==> src/hw/rtl/mm_pkg.sv <==
// Package for the matrix multiply block: payload types, codes and the FSM states.
package mm_pkg;

  localparam int unsigned MaxDim = 8;
  localparam int unsigned ElemW = 16;
  localparam int unsigned ProdW = 32;
  localparam int unsigned AccW  = 38;

  typedef enum logic [1:0] {
    ACT_WRITE_A = 2'd0,
    ACT_WRITE_B = 2'd1,
    ACT_COMPUTE = 2'd2,
    ACT_NONE    = 2'd3
  } action_t;

  typedef enum logic [1:0] {
    REG_ROWS_A = 2'd0,
    REG_INNER  = 2'd1,
    REG_COLS_B = 2'd2
  } reg_idx_t;

  typedef enum logic [1:0] {
    ST_IDLE,
    ST_READ,
    ST_MAC,
    ST_DONE
  } state_t;

  typedef struct packed {
    logic [1:0]        action;
    logic [2:0]        row_index;
    logic [2:0]        col_index;
    logic signed [15:0] element_value;
  } in_item_t;

  typedef struct packed {
    logic [2:0]         out_row;
    logic [2:0]         out_col;
    logic signed [31:0] product_value;
    logic               last_element;
  } out_item_t;

  // Control handed to the cell chain by the sequencer.
  typedef struct packed {
    logic clear;
    logic step;
    logic shift;
  } cell_ctl_t;

  function automatic logic signed [ProdW-1:0] sat32(input logic signed [AccW-1:0] v);
    logic signed [AccW-1:0] hi;
    logic signed [AccW-1:0] lo;
    hi = AccW'(64'sh7FFF_FFFF);
    lo = -AccW'(64'sh8000_0000);
    if (v > hi) sat32 = 32'sh7FFF_FFFF;
    else if (v < lo) sat32 = 32'sh8000_0000;
    else sat32 = v[ProdW-1:0];
  endfunction

  function automatic logic [3:0] eff_size(input logic [3:0] v, input logic [3:0] maxd);
    if (v == 4'd0) eff_size = 4'd1;
    else if (v > maxd) eff_size = maxd;
    else eff_size = v;
  endfunction

endpackage

==> src/hw/rtl/mm_cell.sv <==
// One multiply-accumulate cell: multiplies a pair, accumulates, passes its sum down the chain.
module mm_cell (
  input  logic                                    clk,
  input  mm_pkg::cell_ctl_t                       ctl,
  input  logic signed [mm_pkg::ElemW-1:0]         a_in,
  input  logic signed [mm_pkg::ElemW-1:0]         b_in,
  input  logic signed [mm_pkg::AccW-1:0]          acc_in,
  output logic signed [mm_pkg::AccW-1:0]          acc
);
  logic signed [mm_pkg::ProdW-1:0] prod_r;
  logic                            pv_r;
  logic signed [mm_pkg::AccW-1:0]  acc_r;

  // product registered, then accumulated; on read-out the sum moves one cell down
  always_ff @(posedge clk) begin
    prod_r <= a_in * b_in;
    pv_r   <= ctl.step;
    if (ctl.clear) acc_r <= '0;
    else if (ctl.shift) acc_r <= acc_in;
    else if (pv_r) acc_r <= acc_r + mm_pkg::AccW'(prod_r);
  end

  assign acc = acc_r;
endmodule

==> config.mk <==
export PLATFORM = sky130hd
export DESIGN_NAME = mm_cell
export DESIGN_NICKNAME = d
export VERILOG_FILES = /design/src/hw/rtl/mm_pkg.sv /design/src/hw/rtl/mm_cell.sv
export SDC_FILE = /design/constraint.sdc
export NUM_CORES = 1
export LEC_CHECK = 0
export BUFFER_PORTS_ARGS = -buffer_cell sky130_fd_sc_hd__clkbuf_2
export CORE_MARGIN = 4
export CORE_UTILIZATION = 30
export DETAILED_ROUTE_END_ITERATION = 10
export HOLD_SLACK_MARGIN = 0.05
export PLACE_DENSITY = 0.52
export SYNTH_ARGS = -nofsm -noshare
export SYNTH_HDL_FRONTEND = slang
export SYNTH_SLANG_ARGS = --single-unit
==> constraint.sdc <==
create_clock -name clk -period 6.6 [get_ports clk]
set_clock_uncertainty 0.15 [all_clocks]
set_input_delay 0.33 -clock clk [delete_from_list [all_inputs] [get_ports clk]]
set_output_delay 0.33 -clock clk [all_outputs]
set_load 0.1 [all_outputs]
# Word-level counts from Yosys, hierarchy flattened
# Cells that the tools add are included.
# W data, S select, Z words.
[word_totals]
reg_bits = 71
in_bits = 74
word_cells = 8
[classes]
add_sub_neg = 1
multipliers = 1
n_mux = 2
n_reduce_logical = 1
[op_table]
columns = ["operator", "n"]
rows = [
  ["$mux W38", 2],
  ["$add A38 B32 Y38", 1],
  ["$mul A16 B16 Y32", 1],
  ["$reduce_bool A2 Y1", 1],
]

# Depth between registers and ports, before layout
[logic_depth]
ltp_word = 3
mapped_depth = 23

# Worst setup path before layout
# OpenSTA, ideal clock, no wires.
[synth_path]
path_type = "input-to-reg"
start = "input port b_in[2] (netlist name)"
end = "register prod_r[31] (netlist name)"
arrival_ns = 5.806
required_ns = 6.314
slack_ns = 0.507
stages = 22
path_cell_list = "clkbuf_1 and2_1 fa_1 inv_1 fa_1 fa_1 inv_1 fa_1 fa_1 inv_1 fa_1 inv_1 ha_1 a21o_1 a21o_1 a21oi_1 o21ai_0 a32o_1 o221a_2 o311a_1 nor4_1 a311oi_1"
[synth_between]
elab_chain_len = 1
[synth_rtl]
columns = ["element", "line", "text"]
rows = [
  ["from (decl)", "mm_cell.sv:6", "input logic signed [mm_pkg::ElemW-1:0] b_in,"],
  ["$mul A16 B16 Y32", "mm_cell.sv:16", "prod_r <= a_in * b_in;"],
  ["to (signal assigned)", "mm_cell.sv:16", ""],
  ["to (decl)", "mm_cell.sv:10", "logic signed [mm_pkg::ProdW-1:0] prod_r;"],
]
# Every way passes these cells.
# A chain may end at the register's enable or synchronous reset.

# Worst setup path after layout
[layout_path]
start = "input port b_in[1] (netlist name)"
end = "register prod_r[31] (netlist name)"
# The elaborated chain is that of the path after synthesis.

==> summary.txt <==
Synthesis
  – Cells after synthesis: 1584
  – Mux share of post-synthesis cell area: 0.5058%
  – Synth Area in Simple Gates: 16.29%
  – Synth Flop Type: dfxtp_1
  – Flops & latches, synth: 71
  – Synth Area in XOR/XNOR: 3.354%
  – Fraction of registers with async set/reset: 0%
  – Compound-gate portion of the synthesized area: 11.97%
  – Netlist Area Pre-Place: 14100 µm²
  – Synth warn: 0
  – Syn_area_per_cell: 8.901 µm²
  – Distinct cells, synth: 75
  – Post-Synth Adder-Cell Area: 47.90%
  – Synth Net Count: 2040
  – Largest family of logic cells by synthesized area: adder cells
  – EDFF count, synth: 0
  – Sequential element share of the synthesized area: 10.08%

Setup path
  – Slowest CP cell: fa_1
  – WP data arrival: 6190 ps
  – Crit. End Element: flop
  – Max incr delay on CP: 760 ps
  – WP buf/inv: 4
  – CP required: 6650 ps
  – CP most frequent cell: fa_1
  – CP startpoint kind: input pin
  – Type of the worst setup path: in2reg
  – CP cell instances: clkbuf_2, nand2_1, inv_1, fa_1, fa_1, fa_1, fa_1, fa_1, inv_1, fa_1, inv_1, ha_1, and3_1, nand2_1, o21ai_0, a32o_1, o221a_2, o311a_1, nor4_1, a311oi_1
  – Crit Path Max Fanout: 16
  – Top delay family on crit path: adder cells

Worst hold path
  – Hold WC Path Type: in2reg

Clocking
  – Clock Pin Slew Worst Setup and Hold Paths: 70 ps
  – Clock latency on the worst-skew pair: 350 ps
  – CTS Buf Count: 9
  – CTS tree: built
  – CTS H-tree lvls: 3
  – Bufs on Longest Clock Path: 2
  – Clk sink count: 71
  – Clock root cell: clkbuf_16

Global routing
  – All-Layer GR Usage: 14.51%
  – Largest net degree at the start of global routing: 79
  – First-pass GRT wire length: 59.88 mm
  – GRT busiest layer: met2
  – Overflow after GRT: 0
  – Met2 GRT Util: 25.78%
  – M1 GR Usage: 19.23%
  – Initial antenna violation count: 0
  – Number of global-route vias before repair: 11669
  – M3 GR Usage: 1.618%

Placed design
  – RD Place Congestion: 0.8335
  – Hpwl dp: 30.95 mm
  – Port bufs: 111

Die
  – Die Y: 224.8 µm
  – Die area: 50530 µm²
  – Initial Utilization: 30.35%
  – Row cnt: 79
  – I/O pin total: 112
  – CORE AREA: 46460 µm²
  – Die X: 224.8 µm

Timing
  – Worst Tran Pin Value: 1115 ps
  – RSZ-0062 raised after global routing: no
  – Hold_ws: 64.30 ps
  – Fin. Hold Viols: 0
  – Max-slew headroom: 25.59%
  – Achievable Freq: 0.1629 GHz
  – Fin Setup TNS: 0 ps
  – Fin crit share: 93.01%
  – Final setup violation count: 0
  – Post-layout min period: 6139 ps
  – Fin. max-slew vios: 0

Layout
  – Layout net count: 2139
  – Layout cell share with drive strength beyond 1: 10.90%
  – Layout area overhead: 11.52%
  – Fillers: 4955
  – Ant diodes: 0

Drt
  – Total wire length: 36.35 mm
  – Detailed-route DRC error count: 0
  – Detailed Routing Iterations Pass 1: 5
  – Wire per inst: 15.84 µm
  – Initial detailed-routing violation count: 417
  – Vias post-DR: 10935
  – Antenna-violating nets left: 0
  – Vias per cell: 4.765

Status
  – Outcome: complete, no violations

Job
  – Max cap viols: 0
[cells in the mapped netlist, types with 10 or more instances]
cell,count,share of area (%)
inv_1,311,8.3
fa_1,263,37
nand2_1,163,4.3
and2_1,130,5.8
ha_1,119,11
a21oi_1,80,2.8
dfxtp_1,71,10
nor2_1,54,1.4
clkbuf_1,49,1.3
o21ai_0,37,1.3
xnor2_1,34,2.1
a21o_1,28,1.5
xor2_1,20,1.2
nor2b_1,19,0.84
nor3_1,18,0.64
a221oi_1,15,0.93
nand2b_1,14,0.62
nand3_1,13,0.46
a211oi_1,11,0.59
o21a_1,10,0.53
[stage by stage]
| stage | area (µm²) | utilization [%] | cells | setup WS [ps] |
|---|---|---|---|---|
| 2_1_floorplan | 14100 | - | 1584 | 507.4 |
| 3_3_place_gp | 15430 | 33.21 | 2278 | 178.3 |
| 3_5_place_dp | 15430 | 33.21 | 2278 | 139.7 |
| 4_1_cts | 15720 | 33.85 | 2295 | 495.3 |
| 5_1_grt | 15720 | 33.85 | 2295 | 104.8 |
| 6_report | 15720 | 33.85 | 2295 | 461.3 |
[path summary, 6_finish.rpt]
| kind | from | end | slack [ps] | cells past startpoint |
|---|---|---|---|---|
| worst max-delay path | b_in[1] | prod_r[31] | 460 | 20 |
| worst min-delay path | acc_in[8] | acc[8] | 60 | 3 |
| worst max register to register | prod_r[0] | acc[36] | 3280 | 12 |
| worst min register to register | acc[3] | acc[3] | 440 | 2 |
[worst reg2reg max path, delay by kind of cell, from the launching register on]
| family | cells | cell delay (ps) |
|---|---|---|
| buffers and inverters | 1 | 80 |
| xor gates and xnor gates | 1 | 160 |
| DFF | 1 | 380 |
| adders and majority gates | 2 | 620 |
| AOI/OAI and AO/OA | 6 | 1280 |
| and+or+nand+nor | 2 | 520 |
[metal layers]
metal  vias to the layer above  wire (µm)
met1                      5543      16110
met2                       164      18570
li1                       5200          -
met4                         0        555
met3                        28       1118
met5                         -          0
[logic make-up (layout without fill, tap and decap cells)]
kind of cell	Yosys count	in the layout
xor gates and xnor gates	54	54
buffers and inverters	367	471
adders and majority gates	382	382
muxes	7	7
DFF	71	71
AOI/OAI and AO/OA	253	253
and+or+nand+nor	450	450
[timing repair]
item | 4_1_cts | 5_1_grt
endpoints found under the hold margin | 1 | 0
setup buffers | 0 | 0
hold buffers | 1 | 0
resized for setup | 0 | 0
[cell usage in the layout, fill, tap and decap left out, types with 6 or more instances in the layout]
master	n
dfxtp_1	71
o21a_1	10
nand2_1	163
a211oi_1	11
nor3_1	18
inv_1	311
mux2i_1	6
o21ai_0	37
a221oi_1	15
and2_1	130
nor3b_1	8
a21o_1	28
clkbuf_16	9
buf_4	32
fa_1	263
nor2_1	54
a21oi_1	80
xnor2_1	34
o21bai_1	8
ha_1	119
a31oi_1	7
o211ai_1	6
nand3_1	13
clkbuf_2	111
nor2b_1	19
xor2_1	20
nand2b_1	14
[sequential cells by signal, summed over array words and instances, names as in the netlist]
register,count
acc,38
prod_r,32
pv_r,1
[layout make-up]
class | count | area (µm²) | area share, %
timing repair buffer | 144 | 805.8 | 5.125
clock buffer | 9 | 225.2 | 1.432
sequential | 71 | 1421 | 9.040
inverter | 311 | 1167 | 7.424
multi-input combinational | 1146 | 11280 | 71.76
tap | 607 | 759.5 | 4.830
clock inverter | 7 | 61.31 | 0.3899
Power is left out: the tool's default activity adds up to more than one toggle a clock period on the data nets, which glitch-free logic cannot reach.
