===== src/hw/rtl/mm_ram.sv =====
// Generic single-port-write, single-port-read RAM with registered read.
module mm_ram #(
  parameter int unsigned WIDTH = 16,
  parameter int unsigned DEPTH = 64
) (
  input  logic                     clk,
  input  logic                     we,
  input  logic [$clog2(DEPTH)-1:0] waddr,
  input  logic [WIDTH-1:0]         wdata,
  input  logic [$clog2(DEPTH)-1:0] raddr,
  output logic [WIDTH-1:0]         rdata
);
  logic [WIDTH-1:0] mem [DEPTH];

  always_ff @(posedge clk) begin
    if (we) mem[waddr] <= wdata;
    rdata <= mem[raddr];
  end
endmodule


===== config.mk =====
export PLATFORM = sky130hd
export DESIGN_NAME = mm_ram
export DESIGN_NICKNAME = d
export VERILOG_FILES = /design/src/hw/rtl/mm_ram.sv
export SDC_FILE = /design/constraint.sdc
export NUM_CORES = 1
export LEC_CHECK = 0
export BUFFER_PORTS_ARGS = -buffer_cell sky130_fd_sc_hd__buf_4
export CORE_UTILIZATION = 63
export CTS_CLUSTER_SIZE = 30
export DETAILED_ROUTE_END_ITERATION = 12
export GPL_TIMING_DRIVEN = 0
export PLACE_DENSITY = 0.8
export RECOVER_POWER = 25
export REMOVE_ABC_BUFFERS = 1
export SETUP_SLACK_MARGIN = 0.02
export SLEW_MARGIN = 20
export SYNTH_ARGS = -nofsm -noshare
export SYNTH_HDL_FRONTEND = slang
export SYNTH_SLANG_ARGS = --single-unit

===== constraint.sdc =====
create_clock -name clk -period 3.2 [get_ports clk]
set_input_delay 0.32 -clock clk [delete_from_list [all_inputs] [get_ports clk]]
set_output_delay 0.32 -clock clk [all_outputs]
set_load 0.02 [all_outputs]

# Word level (Yosys, flattened, before mapping)
# Memories as Yosys holds them, arrays and structs flattened. A register that Yosys moved wholly into a read port is not among the register bits.
# Index checks and enable logic that the tools add are counted.
[totals]
reg_bits = 0
mem_bits_rw = 1024
in_bits = 30
out_inout_bits = 16
word_cells = 3
mem_count = 1
[op_classes]
muxes = 2
[mem_list]
columns = ["memory", "words", "word_bits", "rd", "rd_clocked_by_memory_dff", "wr", "line_no", "text"]
rows = [
  ["mem", 64, 16, 1, 1, 1, "13", "logic [WIDTH-1:0] mem [DEPTH];"],
]
[ops]
columns = ["op", "count"]
rows = [
  ["1-bit two-way mux", 2],
]

# Longest topological paths before layout
# Gate-level depths: netlist (run 1).
[depth]
word_depth = 2
depth_mapped = 10
depth_no_buf = 5

# Least setup slack after synthesis (run 1)
# Ideal clock, no wire load.
[synth_timing]
path_type = "input -> register"
startpoint = "in waddr[3]"
endpoint = "mem mem[48][0], enable pin"
setup_time_ps = 409
t_arrival_ps = 1946
required_time_ps = 2791
path_slack_ps = 845
path_stages = 4
path_buffers = 1
path_cell_list = "clkbuf_1 nor2b_1 nand4b_1 nor3_1"
[synth_rtl]
columns = ["element", "line_no", "text"]
rows = [
  ["start: declaration", "8", "input logic [$clog2(DEPTH)-1:0] waddr,"],
  ["end: declaration", "13", ""],
]
# Straight into the memory's write port.

==> flow_summary.yaml, run 1 <==
logic_synthesis:
  synth_area_leader_cell: "edfxtp_1"
  synth_ff_type: "edfxtp_1"
  yosysSeqAreaShare_pct: 77.6
  synth_edf_count: 1024
  synthTopCellsByArea: "edfxtp_1 77%, mux4_2 12%, mux2i_1 2.1%"
  ys_types: 43
  synth_top_area_share_pct: 76.8
  ys_async_sr_fraction_pct: 0
  synth.yosys.warnings: 0
  synth_area_sq_mm: 0.0400
  netlist_instances: 1829
  syn_area_per_cell_sq_um: 21.9
  ys_ff_latch: 1040
route:
  vias: 19844
  post-route-drc-count: 0
  dr.pass1.iters: 5
  drt_iter0_markers: 2769
  routed_wl_um: 95100
  final_antenna_net_count: 0
  routedWlPerCell_um: 33.2
  vias_per_cell: 6.93
timing:
  period_minus_slack_ps: 3040
  worst_pin_slew_ps: 3400
  fin_crit_sh_pct: 94.9
  slew_headroom_pct: -127
  fmax_mhz: 329
  fin_tns_setup_ps: 0
  finalHoldViolCount: 0
  finClkSkew_ps: 22.1
  slew_violations: 910
  rsz0062_at_grt: "false"
  setup_viol: 0
power:
  p_leak_nw: 14.2
  peakVddDrop_v: 0.000551
  power.density_mw_per_mm2: 622
  finalPower_mw: 28.1
layout:
  final_nets: 1970
  multiInputGateArea_sq_mm: 0.00849
  drive_above_1_share_pct: 28.4
  fillers: 3362
  final_cell_mix: "1,024 x edfxtp_1, 220 x mux4_2, 100 x clkbuf_16"
  syn2layout_area_growth_pct: 12.9
  layout_commonest_cell: "edfxtp_1"
  ff_latch_area_sq_mm: 0.0311
critical_path:
  ff2ff_setup_slack_ps: 900
  crit_chain: "buf_12, buf_16, buf_16, buf_16, mux4_2, mux2i_1, a22oi_1, a31oi_2, a311oi_1"
  slowest_delay_ps: 590
  crit_buf_inv: 4
  crit_path_frequent_cell: "buf_16"
  rr_endpoint: "rdata[4]"
  reg2reg_from: "mem[21][4]"
  cp.arrival_ps: 3500
  critical_path.top_delay_family: "buffers and inverters"
  worstPathRequired_ps: 3660
  cp_max_fo: 51
  slowest_stage: "mux4_2"
  startpoint_type: "input port"
  rr_worst_depth: 5
  path_class: "in -> reg"
  end_kind: "flip-flop"
grt:
  grt_pass1_vias: 20066
  grt_remaining_overflow: 0
  grt_max_degree: 71
  antenna_found_initial: 6
  track_usage_pct: 30.5
  grt_pass1_wl_um: 137000
clocking:
  cts_setup_buffers: 0
  cts_sinks: 1040
  htree_levels: 3
  cts_tree: "yes"
  clock-root-buffer: "clkbuf_16"
  clock_path_buffers: 3
  cts_buffers: 97
  clock_latency_ps: 660
  path_clk_slew_ps: 70
die:
  die_w_um: 254
  initial_core_util_pct: 63.6
  dieArea_sq_mm: 0.0646
  die_h_um: 254
  rows: 92
  core_sq_mm: 0.0630
  io_pins: 46
worst_hold_path:
  hold_depth: 2
  min_from: "waddr[2]"
  min_to: "mem[48][11]"
  min_path_type: "in -> reg"
placed_design:
  gp_congestion: 0.832
  hpwl_um: 54600
  port_buffers: 45
outcome:
  status: "complete, but fails checks"
  violations: "max-capacitance violations, max-slew violations"
run:
  maxCapViolCount: 14
-- final cells by class --
cell class	count	share of cell area (%)
diodes	1	0.00554
clock buffers	123	5.82
clock inverters	54	1.17
multi-input cells	685	18.8
flip-flops and latches	1040	68.7
well taps	846	2.34
repair buffers	116	3.14
-- synth_stat cells (17+ instances only) --
cell,n
buf_6,17
nand3_1,24
mux4_2,220
nor2_1,72
mux2_2,27
a21oi_1,17
a22oi_1,39
nand2_1,59
buf_2,36
edfxtp_1,1024
nor2b_1,30
clkbuf_1,24
mux2i_1,85
-- flip-flops by register name, summed over array words and instances, names as in the netlist --
name / cells
mem: 1024
rdata: 16
-- routing by layer --
metal | routed length (um) | global-route usage [%] | vias to the layer above
met4 | 4410 | 13.3 | 2
met1 | 33000 | 40.3 | 10267
met3 | 10200 | 6.18 | 263
li1 | - | - | 7897
met5 | 19 | 0 | -
met2 | 47500 | 49.8 | 1415
-- worst max-delay path by stage --
| stage | slack (ps) | cells after the start | end | startpoint |
|---|---|---|---|---|
| 6_report | 160 | 9 | rdata[4] | raddr[0] |
| 5_1_grt | 90 | 9 | rdata[4] | raddr[0] |
| 4_1_cts | 90 | 9 | rdata[15] | raddr[0] |
| 3_5_place_dp | -1060 | 9 | rdata[11] | raddr[0] |
| 3_3_place_gp | -3440 | 6 | rdata[15] | raddr[0] |
| 2_1_floorplan | 1000 | 3 | mem[48][0] | we |
-- power by group --
group / leakage, nW / switching [mW] / internal (mW)
clock: 1.55 / 4.89 / 6.61
sequential: 9.35 / 0.0361 / 15.1
combinational: 3.32 / 0.935 / 0.520
total: 14.2 / 5.86 / 22.2
-- stage by stage --
step / util, % / worst slack [ps] / instances / area (sq um) / hold slack (ps)
finish: 71.8 / 165 / 2865 / 45200 / 195
global route: 71.8 / 88.4 / 2864 / 45200 / 162
CTS: 71.8 / 88.5 / 2864 / 45200 / 139
detailed placement: 66.6 / -1060 / 2685 / 42000 / 735
global placement: 64.6 / -3440 / 2616 / 40700 / 737
floorplan: - / 998 / 1725 / 39300 / 419
-- kinds of logic after synthesis --
group,after synthesis,synth area share [%]
flip-flops,1040,77.6
multiplexers,336,15.5
AND/OR/NAND/NOR,220,2.65
AO/OA/AOI/OAI,129,2.41
buffers and inverters,104,1.83
-- timing repair --
action	CTS	global route
hold buffers	0	0
cloned	2	0
resized for setup	6	4
endpoints found under the setup margin	9	7
Note: power is estimated with default switching activity, not from simulation.
==> inputs of run 2 (changes only) <==
- ABC_AREA: not set -> 1
- CORE_UTILIZATION: 63 -> 57
- PLACE_DENSITY: 0.8 -> 0.76
- clock period: 3.2 -> 2.6 ns (I/O delays scaled with it)
==> flow_summary.yaml, run 2 <==
outcome:
  status: "complete, but fails checks"
  violations: "max-capacitance violations, max-slew violations"
power:
  comb_power_share_pct: 6.5
  netSwitchingPower_mw: 7.76
  internal_power_mw: 27.4
  power.density_mw_per_mm2: 748
  finalPower_mw: 35.2
  p_leak_nw: 16.9
  switching_share_pct: 22.1
  p_seq_share_pct: 52.9
  pwr-share-clk_pct: 40.6
  peakVddDrop_v: 0.000488
layout:
  final_nets: 3562
  final_cell_mix: "1,296 x nand2_1, 1,024 x edfxtp_1, 869 x nand3_1"
  fin_area_sq_mm: 0.0470
  drive_above_1_share_pct: 9.58
  largest_registers: "mem x1024, rdata x16"
  layout_commonest_cell: "nand2_1"
  largest-register: "mem"
  syn2layout_area_growth_pct: 11.7
  final_cells: 4572
  largest_reg_flops: 1024
die:
  rows: 99
  die_w_um: 274
  dieArea_sq_mm: 0.0750
  io_pins: 46
  core_sq_mm: 0.0730
  initial_core_util_pct: 57.7
  die_h_um: 274
logic_synthesis:
  syn_area_per_cell_sq_um: 12.0
  yosysMostFrequentCell: "nand2_1"
  synth_top_area_share_pct: 73.0
  synth.yosys.warnings: 0
  ys_ff_latch: 1040
  yosysSeqAreaShare_pct: 73.8
  synthTopCellsByArea: "edfxtp_1 73%, nand2_1 12%, nand3_1 10%"
  synthTopCellsByCount: "1,296 x nand2_1, 1,024 x edfxtp_1, 871 x nand3_1, 113 x buf_2, 56 x nor2_1"
  synth_ff_type: "edfxtp_1"
  ys_async_sr_fraction_pct: 0
  ys_types: 16
  synth_area_leader_cell: "edfxtp_1"
  synth_edf_count: 1024
  synth_area_sq_mm: 0.0421
  netlist_instances: 3517
timing:
  fin_ws_ps: 53.2
  fin_crit_sh_pct: 98.0
  fin_tns_setup_ps: 0
  slew_headroom_pct: -8.91
  finClkSkew_ps: 28.7
  slew_violations: 616
  period_minus_slack_ps: 2550
  finalHoldViolCount: 0
  setup_viol: 0
  fmax_mhz: 393
  worst_pin_slew_ps: 1630
  rsz0062_at_grt: "false"
clocking:
  clock_latency_ps: 650
  htree_levels: 3
  cts_sinks: 1040
  path_clk_slew_ps: 70
  cts_tree: "yes"
  clock_path_buffers: 3
  cts_buffers: 98
  clock-root-buffer: "clkbuf_16"
grt:
  grt_remaining_overflow: 0
  antenna_found_initial: 2
  track_usage_pct: 28.5
  grt_pass1_wl_um: 158000
  grt_pass1_vias: 26170
  grt_max_degree: 123
placed_design:
  dp_cells: 4380
  gp_congestion: 0.842
  port_buffers: 45
  hpwl_um: 56300
  place_area_sq_mm: 0.0436
  dp_slack_ps: -1780
route:
  final_antenna_net_count: 0
  routed_wl_um: 108000
  vias: 27687
  post-route-drc-count: 0
  vias_per_cell: 6.06
  dr.pass1.iters: 8
  routedWlPerCell_um: 23.6
  drt_iter0_markers: 3888
critical_path:
  path_class: "in -> reg"
  startpoint_type: "input port"
  cp_max_fo: 83
  end_kind: "flip-flop"
  worstPathRequired_ps: 3130
  cp.arrival_ps: 3070
run:
  maxCapViolCount: 9
worst_hold_path:
  min_path_type: "in -> reg"
## run 2: changes by cell type after synthesis, sizes merged, moves of 18 or more
cell	delta
nor2	-18
nand2	+1236
a22oi	-39
mux2	-27
mux2i	-85
nand3	+847
mux4	-224
buf	+122
nor2b	-30
## run 2: per-stage QoR
| stage | utilization [%] | hold WS (ps) |
|---|---|---|
| finish | 64.5 | 37.7 |
| global placement | 57.8 | 674 |
| detailed placement | 59.7 | 672 |
| global route | 64.5 | 47.1 |
| CTS | 64.3 | 1.58 |
| floorplan | - | 359 |
## run 2: area by class of cell
class	count	area [sq um]
clock inverter	50	518
multi-input combinational	2240	9740
clock buffer	130	2670
timing repair buffer	138	1720
sequential	1040	31100
timing repair inverter	2	20.0
inverter	12	88.8
tap	959	1200
fill	4950	25900
antenna	1	2.50
## run 2: critical path, cell delays in order
cell and delay [ps]:
buf_16 220, buf_16 230, buf_16 230, clkinv_16 180, buf_16 230, buf_16 210, nand2_1 140, nand3_1 80
nand3_1 180, nand2_1 70, nand2_1 170, nand3_1 220, nand3_1 230, nand2_1 120
## run 2: repair_timing
action                                  in CTS  in global routing
endpoints found under the hold margin        1                  0
gates resized for setup                      2                  4
endpoints found under the setup margin      16                 16
hold buffers                                 1                  0
buffers inserted                             0                  0
gates cloned                                 6                  5
## run 2: layer usage
| layer | track usage (%) | share of wire, % | up-vias |
|---|---|---|---|
| met1 | 38.6 | 37 | 13223 |
| li1 | - | - | 12431 |
| met5 | 0 | 0.010 | - |
| met4 | 12.7 | 4.7 | 2 |
| met3 | 6.32 | 12 | 301 |
| met2 | 44.4 | 46 | 1730 |
## run 2: power by group through the flow
stage	logic [mW]	clock network, mW	registers [mW]
after detailed placement	2.15	0	18.9
final	2.29	14.3	18.6
after global routing	2.44	15.0	18.6
after floorplan	0.926	0	19.0
after global placement	2.17	0	18.9
after CTS	2.21	14.3	18.6
## run 2: worst paths after layout
kind                from    endpoint  slack, ps  depth (start not counted)
min reg2reg   mem[12][6]    rdata[6]        900                          8
max reg2reg  mem[50][11]   rdata[11]        990                          8
min             waddr[2]  mem[51][1]         40                          2
max             raddr[0]    rdata[9]         50                         14
## run 2: kinds of logic (layout without fill, tap and decap cells)
group | Yosys count | after routing | share of synthesized area, %
other | 0 | 1 | 0
AND/OR/NAND/NOR | 2240 | 2240 | 22.7
buffers and inverters | 237 | 332 | 3.54
flip-flops | 1040 | 1040 | 73.8
